### config.mk
export PLATFORM = sky130hd
export DESIGN_NAME = lfu_ctrl
export DESIGN_NICKNAME = d
export VERILOG_FILES = /design/src/hdl/lfu_pkg.sv /design/src/hdl/lfu_ctrl.sv
export VERILOG_INCLUDE_DIRS = /design/src /design/src/hdl
export SDC_FILE = /design/constraint.sdc
export NUM_CORES = 1
export LEC_CHECK = 0
export BUFFER_PORTS_ARGS = -buffer_cell sky130_fd_sc_hd__clkbuf_2
export CAP_MARGIN = 10
export CORE_AREA = 2 2 39 41
export CTS_CLUSTER_DIAMETER = 100
export DETAILED_ROUTE_END_ITERATION = 7
export DIE_AREA = 0 0 41 43
export GPL_TIMING_DRIVEN = 1
export PLACE_DENSITY = 0.74
export SLEW_MARGIN = 20
export SYNTH_ARGS = -nofsm -noshare
export SYNTH_HDL_FRONTEND = slang
export SYNTH_SLANG_ARGS = --single-unit
export TNS_END_PERCENT = 50
### constraint.sdc
create_clock -name i_clk -period 3.8 [get_ports i_clk]
set_input_delay 1.14 -clock i_clk [delete_from_list [all_inputs] [get_ports i_clk]]
set_output_delay 1.14 -clock i_clk [all_outputs]
set_load 0.005 [all_outputs]
### src/hdl/lfu_block_cache_policy_top_macros.svh
// ----------------------------------------------------------------------------
// LFU cache policy assertion macros
// Shared assertion wrappers; empty when SYNTH is defined.
// ----------------------------------------------------------------------------
`ifndef LFU_BLOCK_CACHE_POLICY_TOP_MACROS_SVH
`define LFU_BLOCK_CACHE_POLICY_TOP_MACROS_SVH
`ifndef SYNTH
`define LFU_ASSERT(lbl, clk, rst_n, prop) \
    lbl: assert property (@(posedge clk) disable iff (!rst_n) prop) else $error("lfu assert");
`define LFU_ASSERT_NR(lbl, clk, prop) \
    lbl: assert property (@(posedge clk) prop) else $error("lfu assert");
`else
`define LFU_ASSERT(lbl, clk, rst_n, prop)
`define LFU_ASSERT_NR(lbl, clk, prop)
`endif
`endif

### src/hdl/lfu_pkg.sv
// ----------------------------------------------------------------------------
// LFU cache policy package
// Payload types, constants and controller/datapath command types.
// ----------------------------------------------------------------------------
package lfu_pkg;
    localparam int MaxBlocksDef = 64;
    localparam int CfgW = 7;
    localparam logic [CfgW-1:0] CfgReset = 7'd64;
    localparam logic [31:0] CountMax = 32'hFFFF_FFFF;
    localparam logic [15:0] TallyMax = 16'hFFFF;

    typedef struct packed {
        logic [31:0] block_number;
        logic        is_write;
        logic        last_of_request;
    } t_in;

    typedef struct packed {
        logic        hit;
        logic [5:0]  slot;
        logic        evicted;
        logic        writeback_valid;
        logic [31:0] writeback_block;
        logic [15:0] request_misses;
        logic        end_of_request;
    } t_out;

    // controller -> datapath
    typedef struct packed {
        logic start;     // latch input, bump stamp, reset scan
        logic rd;        // issue read at scan index
        logic chk_hit;   // compare read data for tag match
        logic chk_vic;   // compare read data for victim
        logic rd_sel;    // issue read of selected slot
        logic commit;    // write selected slot, build result
        logic to_vic;    // restart scan for victim search
        logic take_out;  // output consumed
    } t_cmd;

    // datapath -> controller
    typedef struct packed {
        logic hit_found;
        logic scan_last;  // scan index is final live/active slot
        logic live_zero;
        logic has_free;
        logic out_full;
    } t_sts;
endpackage

### src/hdl/lfu_ctrl.sv
// ----------------------------------------------------------------------------
// LFU controller
// Sequences lookup scan, victim scan and commit of one beat.
// ----------------------------------------------------------------------------
module lfu_ctrl (
    input  logic          i_clk,
    input  logic          i_rst_n,
    input  logic          i_in_valid,
    output logic          o_in_stall,
    input  logic          i_out_take,
    input  lfu_pkg::t_sts i_sts,
    output lfu_pkg::t_cmd o_cmd
);
    import lfu_pkg::*;

    typedef enum logic [6:0] {
        S_IDLE  = 7'b0000001,
        S_HRD   = 7'b0000010,
        S_HCHK  = 7'b0000100,
        S_VRD   = 7'b0001000,
        S_VCHK  = 7'b0010000,
        S_SEL   = 7'b0100000,
        S_COMM  = 7'b1000000
    } t_state;

    t_state r_state, n_state;
    logic   accept;

    assign accept     = (r_state == S_IDLE) && i_in_valid && !i_sts.out_full;
    assign o_in_stall = !((r_state == S_IDLE) && !i_sts.out_full);

    always_comb begin
        n_state = r_state;
        o_cmd   = '0;
        o_cmd.take_out = i_out_take;
        case (r_state)
            S_IDLE: begin
                if (accept) begin
                    o_cmd.start = 1'b1;
                    n_state = S_HRD;
                end
            end
            S_HRD: begin
                if (i_sts.live_zero) begin
                    n_state = i_sts.has_free ? S_SEL : S_VRD;
                    o_cmd.to_vic = !i_sts.has_free;
                end else begin
                    o_cmd.rd = 1'b1;
                    n_state = S_HCHK;
                end
            end
            S_HCHK: begin
                o_cmd.chk_hit = 1'b1;
                if (i_sts.hit_found || i_sts.scan_last) begin
                    if (i_sts.hit_found || i_sts.has_free) begin
                        n_state = S_SEL;
                    end else begin
                        o_cmd.to_vic = 1'b1;
                        n_state = S_VRD;
                    end
                end else begin
                    n_state = S_HRD;
                end
            end
            S_VRD: begin
                o_cmd.rd = 1'b1;
                n_state = S_VCHK;
            end
            S_VCHK: begin
                o_cmd.chk_vic = 1'b1;
                n_state = i_sts.scan_last ? S_SEL : S_VRD;
            end
            S_SEL: begin
                o_cmd.rd_sel = 1'b1;
                n_state = S_COMM;
            end
            S_COMM: begin
                o_cmd.commit = 1'b1;
                n_state = S_IDLE;
            end
            default: n_state = S_IDLE;
        endcase
    end

    always_ff @(posedge i_clk) begin
        if (!i_rst_n) r_state <= S_IDLE;
        else          r_state <= n_state;
    end

`include "lfu_block_cache_policy_top_macros.svh"
    `LFU_ASSERT(a_start_idle, i_clk, i_rst_n, o_cmd.start |=> r_state == S_HRD)
    `LFU_ASSERT(a_commit_once, i_clk, i_rst_n, o_cmd.commit |=> r_state == S_IDLE)
    `LFU_ASSERT(a_no_accept_busy, i_clk, i_rst_n, (r_state != S_IDLE) |-> o_in_stall)
endmodule

==> summary.md, run 1 <==
| Metric | Value |
|---|---|
| H-tree depth | 1 |
| Clk buf depth | 2 |
| Clock slew at reported path FFs | 0.05 ns |
| HP Class | flip-flop to flip-flop |
| Drt drc | 0 |
| Pwr dens | 382 nW/µm² |
| Slowest-stage cell, CP | nor4bb_1 |
| Boundary Pins | 18 |
| GRT Residual Overflow | 0 |
| Seq/Total Area, Yosys | 0.281 |
| Postcts setup bufs | 0 |
| DR vias/cell | 5.53 |
| Reg with most FFs | r_state |
| Worst Setup Start Kind | primary input |
| Setup clock skew after layout | 0.0106 ns |
| Leading post-synthesis cells by cell area | dfxtp_1 (28%), nor4_1 (6.3%), nand3_1 (6.0%) |
| Minimum clock period | 3.13 ns |
| Fin. Hold Viols | 0 |
| CTS tree | done |
| Setup crit end kind | output port |
| CTS Buf Count | 3 |
| Worst Path Required | 2.66 ns |
| Post-Synthesis Cells | 65 |
| Non-filler cells in the finished layout | 97 |
| FF+latch area | 140 µm² |
| Total routed wirelength | 1160 µm |
| Die area | 1760 µm² |
| Wire length per cell | 12.0 µm |
| Worst IR Drop VDD | 0.116 mV |
| Row count | 14 |
| CP max stage delay | 0.40 ns |
| Slew @ Worst Pin | 0.833 ns |
| Outcome | finished, final reports clean |
| Commonest cells post-synth | dfxtp_1 (7), nand3_1 (6), nor4_1 (5), nand2_1 (4), nor3b_1 (4) |
| Largest regs | r_state x7 |
| HP Start | r_state[5]$_SDFFE_PN0P_ |
| First DRT Iteration DRCs | 19 |
| Area share of the largest cell type after synthesis | 0.281 |
| Syn nets | 74 |
| Largest register FFs | 7 |
| Max cap viols | 0 |
| Critical path class | primary input to output port |
| Syn avg cell area | 7.68 µm² |
| Root Buffer | clkbuf_4 |
| Area leader, netlist | dfxtp_1 |
| Fin crit share | 0.825 |
| Pleak | 0.000262 µW |
| Worst path arrival time | 1.99 ns |
| Flops & latches, synth | 7 |
| Critical Path Source | i_sts[2] |
| Worst path depth | 5 |
| Post-synthesis async set-or-reset flop share | 0 |
| Cell Area, Synth | 499 µm² |
| Core area | 1380 µm² |
| 1st-pass router iterations | 4 |
| Count of cell types in the netlist | 29 |
| Total power | 233 µW |
| First-pass GRT wire length | 1880 µm |
| Final WS setup | 0.667 ns |
| Most numerous cell in the Yosys netlist | dfxtp_1 |
| Critical path peak fanout | 3 |
| CP Cell Sequence | clkbuf_2 -> nor4bb_1 -> nand2_1 -> a21oi_1 -> clkbuf_2 |
| Min-Delay Path Depth | 2 |
| Register-to-Register Path Depth | 3 |
| FF-to-FF setup slack | 2.18 ns |
| Tot GR Track Use | 0.153 |
| RR Startpoint | r_state[4]$_SDFFE_PN0P_ |
| Antenna Cells | 0 |
| CTS Sinks | 7 |
| Initial Util | 0.361 |
| Antenna violations before repair | 0 |
| Vias in the first global route | 462 |
| Die width | 41 µm |
| Cts hold-fix bufs | 0 |
| Post-synth EDFFs | 0 |
| Port bufs | 15 |
| Slew margin rel. | 0.439 |
| Synth Flop Type | dfxtp_1 |
| Multi-input logic area | 328 µm² |
| Syn. warnings | 0 |
| Fmax | 0.319 GHz |
| Resized Gates After CTS | 0 |
| Via Count | 536 |
| Setup slack at placement | 0.684 ns |
| Final setup vio count | 0 |
| Die height | 43 µm |
| RSZ-0062 raised after global routing | false |
| Share of post-route cells with drive strength above 1 | 0.259 |
| Pins Over Slew Limit | 0 |
| Worst setup path end | o_cmd[1] |
| Area growth syn-to-layout | 22.1% |
| Clock latency on the worst-skew pair | 0.26 ns |
| Top delay family on crit path | simple AND/OR/NAND/NOR gates |
| Setup TNS | 0 ns |
| FF-to-FF End | r_state[0]$_SDFFE_PN1P_ |
| Final ANT Viol Nets | 0 |
| GPL Wtd Cong | 0.769 |
| Worst path bufs/invs | 2 |
| DP Cell Count | 93 |
| Largest net degree at the start of global routing | 11 |
| Filler instances | 144 |
| Layout Nets | 91 |
| Most Frequent Cell on Critical Path | clkbuf_2 |
| Final HPWL DP | 880 µm |
## worst reg2reg max path, cell delays in order (launching register included)
cell and delay [ns]:
dfxtp_1 0.38, or4_4 0.56, or3_1 0.36, a31o_1 0.22
## placed cells by master, fill, tap and decap left out, types with 2 or more instances in the layout
cell type,Yosys,final
clkbuf_4,0,3
dfxtp_1,7,7
clkbuf_2,0,15
nand2_1,4,4
a21oi_1,3,3
xor2_1,2,2
and2_1,2,2
inv_1,3,3
nand3_1,6,6
and3_1,2,2
nand4b_1,2,2
nor3b_1,4,4
nor2b_1,2,2
a31oi_1,2,2
nor2_1,3,3
nor4_1,5,5
nor3_1,2,2
nand3b_1,2,2
## per-stage QoR
| step | hold WS [ns] | instance area (µm²) | utilization |
|---|---|---|---|
| floorplan | 0.498 | 499 | - |
| global placement | 0.522 | 582 | 0.420 |
| detailed placement | 0.530 | 582 | 0.420 |
| CTS | 0.543 | 609 | 0.440 |
| global route | 0.591 | 609 | 0.440 |
| finish | 0.548 | 609 | 0.440 |
## where the power goes
group	leakage, µW	internal [µW]	total, µW	switching (µW)
Combinational	0.000188	32.7	66.2	33.5
Clock	0.0000177	38.7	71.0	32.3
Sequential	0.0000568	80.0	95.8	15.7
## final cells by class
class,instances,area share
Multi-Input combinational cell,51,0.538
Inverter,3,0.0185
Clock inverter,1,0.00821
Sequential cell,7,0.230
Clock buffer,3,0.0370
Timing Repair Buffer,16,0.136
Tap cell,16,0.0329
## cells by family (layout without fill, tap and decap cells)
family	after synthesis	after routing	share of synthesized area
AND/OR/NAND/NOR	40	40	0.499
AO/OA/AOI/OAI	8	8	0.105
flip-flops	7	7	0.281
buffers and inverters	7	23	0.0627
XOR/XNOR	3	3	0.0526
## routing by layer
| layer | GRT usage | part of all wire |
|---|---|---|
| met4 | 0.100 | 0.016 |
| met2 | 0.228 | 0.47 |
| met5 | 0 | 0 |
| met3 | 0.0157 | 0.047 |
| met1 | 0.196 | 0.46 |
## worst min path at each step
stage                     slack [ns]                       to
after floorplan                 0.50  r_state[6]$_SDFFE_PN0P_
after global placement          0.52  r_state[6]$_SDFFE_PN0P_
after detailed placement        0.53  r_state[6]$_SDFFE_PN0P_
after CTS                       0.54  r_state[6]$_SDFFE_PN0P_
after global routing            0.59  r_state[6]$_SDFFE_PN0P_
final                           0.55  r_state[6]$_SDFFE_PN0P_
(Power assumes the default switching activity.)
==> run 2, diff against run 1 <==
==> constraint.sdc (replaced) <==
create_clock -name i_clk -period 3.08 [get_ports i_clk]
set_input_delay 0.924 -clock i_clk [delete_from_list [all_inputs] [get_ports i_clk]]
set_output_delay 0.924 -clock i_clk [all_outputs]
set_load 0.005 [all_outputs]
==> run 2 against run 1 <==
  * Register-to-register slack got worse by 0.74 ns
  * First-iteration DRC count is 74% lower
  * Non-clock buffer count up 1
  * Flip-flop and latch count unchanged
==> summary.md, run 2 (synthesis gave the netlist of run 1 again) <==
| Metric | Value |
|---|---|
| Worst Path Required | 2.16 ns |
| Combinational share of power | 0.292 |
| Pins Over Slew Limit | 0 |
| Layout Nets | 92 |
| Non-filler cells in the finished layout | 98 |
| Die height | 43 µm |
| Postcts setup bufs | 0 |
| Die width | 41 µm |
| GRT Residual Overflow | 0 |
| CP Cell Sequence | clkbuf_2 -> nor4bb_1 -> nand2_1 -> a21oi_1 -> clkbuf_2 |
| Clk buf depth | 2 |
| Largest net degree at the start of global routing | 11 |
| Largest register FFs | 7 |
| Setup slack at placement | 0.392 ns |
| Most Frequent Cell on Critical Path | clkbuf_2 |
| GPL Wtd Cong | 0.784 |
| Setup TNS | 0 ns |
| Via Count | 558 |
| Pwr dens | 468 nW/µm² |
| Met3 WL | 85 µm |
| Pleak | 0.000264 µW |
| Total routed wirelength | 1200 µm |
| Share of post-route cells with drive strength above 1 | 0.256 |
| Most frequent cells in the layout | clkbuf_2 (15), dfxtp_1 (7), nand3_1 (6) |
| Reg with most FFs | r_state |
| First DRT Iteration DRCs | 5 |
| Clk pwr share | 0.298 |
| DR top layer | met4 |
| Wire length per cell | 12.2 µm |
| Fin area | 616 µm² |
| Fin crit share | 0.884 |
| Setup clock skew after layout | 0.000987 ns |
| Final HPWL DP | 908 µm |
| Final setup vio count | 0 |
| Core area | 1380 µm² |
| Worst Setup Start Kind | primary input |
| First-pass GRT wire length | 1900 µm |
| H-tree depth | 1 |
| Setup crit end kind | output port |
| Sw power | 98.7 µW |
| Slew @ Worst Pin | 0.726 ns |
| Port bufs | 15 |
| Slowest-stage cell, CP | nor4bb_1 |
| Most common cell after layout, fill and taps aside | clkbuf_2 |
| Resized Gates After CTS | 0 |
| FF-to-FF setup slack | 1.44 ns |
| 1st-pass router iterations | 4 |
| Critical path peak fanout | 3 |
| Max cap viols | 0 |
| RSZ-0062 raised after global routing | false |
| Initial Util | 0.361 |
| Fmax | 0.367 GHz |
| Fin. Hold Viols | 0 |
| Clock latency on the worst-skew pair | 0.25 ns |
| Met1 wire length | 558 µm |
| Worst path arrival time | 1.80 ns |
| Area growth syn-to-layout | 23.3% |
| Minimum clock period | 2.72 ns |
| CP max stage delay | 0.40 ns |
| DP Cell Count | 94 |
| Vias in the first global route | 466 |
| Boundary Pins | 18 |
| Final ANT Viol Nets | 0 |
| CTS tree | done |
| Sw Share | 0.343 |
| Hold_ws | 0.538 ns |
| CTS Sinks | 7 |
| Dpl cell area | 589 µm² |
| Worst IR Drop VDD | 0.171 mV |
| DR vias/cell | 5.69 |
| Antenna violations before repair | 0 |
| Outcome | finished, final reports clean |
| Seq pwr share | 0.410 |
| Slew margin rel. | 0.512 |
| Clock slew at reported path FFs | 0.05 ns |
| Met2 routed WL | 536 µm |
| Filler instances | 141 |
| CTS Buf Count | 3 |
| Antenna Cells | 0 |
| Final WS setup | 0.356 ns |
| HP Class | flip-flop to flip-flop |
| Root Buffer | clkbuf_4 |
| Die area | 1760 µm² |
| Critical path class | primary input to output port |
| Internal power | 189 µW |
| Drt drc | 0 |
| Cts hold-fix bufs | 0 |
| Tot GR Track Use | 0.153 |
| Row count | 14 |
| Largest regs | r_state x7 |
-- run 2: changes by cell type in the layout (fill, tap and decap cells not counted) --
cell	previous run	this run
clkinv_2	1	0
clkbuf_1	0	1
buf_4	1	2
-- run 2: layout make-up --
cell class | instances | area [µm²] | share of cell area
Clock buffer | 4 | 26.3 | 0.0427
Inverter | 3 | 11.3 | 0.0183
Multi-Input combinational cell | 51 | 328 | 0.533
Sequential cell | 7 | 140 | 0.228
Tap cell | 16 | 20.0 | 0.0325
Timing Repair Buffer | 17 | 90.1 | 0.146
-- run 2: layer usage --
layer / up-vias / GRT usage
met1: 257 / 0.222
met3: 2 / 0.0157
li1: 278 / -
met2: 21 / 0.222
met4: 0 / 0.0600
met5: - / 0
-- run 2: path summary, 6_finish.rpt --
check,end,cells past startpoint,from
min reg2reg,r_state[6]$_SDFFE_PN0P_,2,r_state[5]$_SDFFE_PN0P_
max,o_cmd[1],5,i_sts[2]
max reg2reg,r_state[0]$_SDFFE_PN1P_,3,r_state[4]$_SDFFE_PN0P_
min,r_state[6]$_SDFFE_PN0P_,2,r_state[5]$_SDFFE_PN0P_
-- run 2: critical path, delay by kind of cell --
kind	cells	cell delay (ns)
buffers and inverters	2	0.24
AND/OR/NAND/NOR	2	0.50
AO/OA/AOI/OAI	1	0.14
-- run 2: stage by stage --
| stage | power (µW) | util |
|---|---|---|
| after floorplan | 179 | - |
| after global placement | 200 | 0.426 |
| after detailed placement | 203 | 0.426 |
| after CTS | 288 | 0.445 |
| after global routing | 305 | 0.445 |
| final | 288 | 0.445 |
-- run 2: power by group through the flow --
stage / clock, µW / combinational [µW] / sequential, µW
final: 85.9 / 84.1 / 118
after detailed placement: 0 / 83.5 / 120
after global routing: 89.1 / 96.0 / 120
after CTS: 87.1 / 84.2 / 117
after global placement: 0 / 80.6 / 119
after floorplan: 0 / 76.2 / 102
==> run 3, diff against run 2 <==
--- a/config.mk
+++ b/config.mk
@@ -8,12 +8,13 @@
 export LEC_CHECK = 0
 export BUFFER_PORTS_ARGS = -buffer_cell sky130_fd_sc_hd__clkbuf_2
 export CAP_MARGIN = 10
-export CORE_AREA = 2 2 39 41
+export CELL_PAD_IN_SITES_DETAIL_PLACEMENT = 0
+export CELL_PAD_IN_SITES_GLOBAL_PLACEMENT = 1
+export CORE_UTILIZATION = 32
 export CTS_CLUSTER_DIAMETER = 100
 export DETAILED_ROUTE_END_ITERATION = 7
-export DIE_AREA = 0 0 41 43
 export GPL_TIMING_DRIVEN = 1
-export PLACE_DENSITY = 0.74
+export PLACE_DENSITY = 0.85
 export SLEW_MARGIN = 20
 export SYNTH_ARGS = -nofsm -noshare
 export SYNTH_HDL_FRONTEND = slang
==> run 3 against run 2 <==
  * Utilization rose by 0.49 points
  * Die area down 2.3%
  * Largest power group unchanged
  * Sequential power hardly changed
  * Combinational power grew 5.1%
  * Critical path type unchanged
  * Critical path depth did not move
  * Final cell count is the same
  * Count of clock-buffer cells in the layout unchanged
  * Wire length fell by 0.75%
  * Flip-flop and latch count unchanged
  * Non-clock buffer count grew 1
  * Hold slack improved by 0.0076 ns
==> summary.md, run 3 (synthesis gave the netlist of run 1 again) <==
| Metric | Value |
|---|---|
| Postcts setup bufs | 0 |
| Most frequent cells in the layout | clkbuf_2 (15), dfxtp_1 (7), nand3_1 (6) |
| Tot GR Track Use | 0.152 |
| DR vias/cell | 5.41 |
| Most Frequent Cell on Critical Path | clkbuf_2 |
| GRT Residual Overflow | 0 |
| RSZ-0062 raised after global routing | false |
| Share of post-route cells with drive strength above 1 | 0.265 |
| Pleak | 0.000269 µW |
| CTS tree | done |
| HP Class | flip-flop to flip-flop |
| Worst path arrival time | 1.83 ns |
| Drt drc | 0 |
| GR peak layer | met1 |
| Clk buf depth | 2 |
| Resized Gates After CTS | 0 |
| Root Buffer | clkbuf_4 |
| RR Startpoint | r_state[4]$_SDFFE_PN0P_ |
| GPL Wtd Cong | 0.826 |
| Initial Util | 0.361 |
| Final WS setup | 0.327 ns |
| Hold_ws | 0.545 ns |
| Largest net degree at the start of global routing | 11 |
| Die area | 1720 µm² |
| Minimum clock period | 2.75 ns |
| Reg with most FFs | r_state |
| Clock latency on the worst-skew pair | 0.26 ns |
| CTS Sinks | 7 |
| Final setup vio count | 0 |
| Critical Path Source | i_sts[2] |
| Antenna violations before repair | 0 |
| Total routed wirelength | 1190 µm |
| Antenna Cells | 0 |
| Outcome | finished, final reports clean |
| Grt met2 use | 0.203 |
| Setup clock skew after layout | 0.00671 ns |
| Largest regs | r_state x7 |
| Row count | 13 |
| Setup crit end kind | output port |
| DP Cell Count | 94 |
| Port bufs | 15 |
| Via Count | 530 |
| Final HPWL DP | 877 µm |
| Setup slack at placement | 0.315 ns |
| Fmax | 0.363 GHz |
| Worst IR Drop VDD | 0.320 mV |
| Most common cell after layout, fill and taps aside | clkbuf_2 |
| M3 GR Usage | 0.0783 |
| Fin. Hold Viols | 0 |
| Wire length per cell | 12.1 µm |
| Boundary Pins | 18 |
| Core area | 1380 µm² |
| 1st-pass router iterations | 5 |
| FF-to-FF setup slack | 1.47 ns |
| Area growth syn-to-layout | 24.6% |
| Critical path class | primary input to output port |
| CP Cell Sequence | clkbuf_2 -> nor4bb_1 -> nand2_1 -> a21oi_1 -> clkbuf_2 |
| Non-filler cells in the finished layout | 98 |
| CTS Buf Count | 3 |
| Pwr dens | 471 nW/µm² |
| Max cap viols | 0 |
| HP Start | r_state[5]$_SDFFE_PN0P_ |
| GR Util met1 | 0.221 |
| H-tree depth | 1 |
| Worst Path Required | 2.16 ns |
| Setup TNS | 0 ns |
| Die height | 41.5 µm |
| Slew @ Worst Pin | 0.510 ns |
| Fin crit share | 0.894 |
| Vias in the first global route | 429 |
| Slowest-stage cell, CP | nor4bb_1 |
| Die width | 41.5 µm |
| Slew margin rel. | 0.656 |
| Pins Over Slew Limit | 0 |
| Layout Nets | 93 |
| First DRT Iteration DRCs | 13 |
| CP max stage delay | 0.43 ns |
| Clock slew at reported path FFs | 0.05 ns |
| First-pass GRT wire length | 2060 µm |
| Cts hold-fix bufs | 0 |
| Final ANT Viol Nets | 0 |
| Critical path peak fanout | 3 |
| Largest register FFs | 7 |
| Worst Setup Start Kind | primary input |
==> run 3: cell count changes in the layout (fill, tap and decap cells not counted) <==
cell,before,now
buf_4,2,3
==> run 3: path summary, 6_finish.rpt <==
kind,endpoint,depth (start not counted)
worst max-delay path,o_cmd[1],5
worst max register to register,r_state[0]$_SDFFE_PN1P_,3
worst min register to register,r_state[6]$_SDFFE_PN0P_,2
worst min-delay path,r_state[6]$_SDFFE_PN0P_,2
==> run 3: layout make-up <==
cell class | instances | area (µm²)
Timing Repair Buffer | 18 | 97.6
Fill cell | 137 | 761
Inverter | 3 | 11.3
Multi-Input combinational cell | 51 | 328
Clock buffer | 4 | 26.3
Sequential cell | 7 | 140
Tap cell | 15 | 18.8
==> run 3: worst max-delay path, delay by kind of cell <==
kind	cells	cell delay (ns)
buffers and inverters	2	0.21
AND/OR/NAND/NOR	2	0.55
AO/OA/AOI/OAI	1	0.14
==> run 3: layer usage <==
metal  part of all wire  vias up
met2               0.44       16
met3              0.065        0
met4                  0        0
met1               0.49      239
met5                  0        -
li1                   -      275
==> run 3: metrics by stage <==
stage          cell area [µm²]   util  power [µW]
6_report                   622  0.450         293
4_1_cts                    622  0.450         295
2_1_floorplan              499      -         179
3_5_place_dp               596  0.431         208
5_1_grt                    622  0.450         317
3_3_place_gp               596  0.431         207
==> run 3: where the power goes <==
group / internal [µW] / switching [µW]
registers: 98.9 / 20.3
clock network: 49.6 / 35.7
logic: 45.1 / 43.3
total: 194 / 99.3
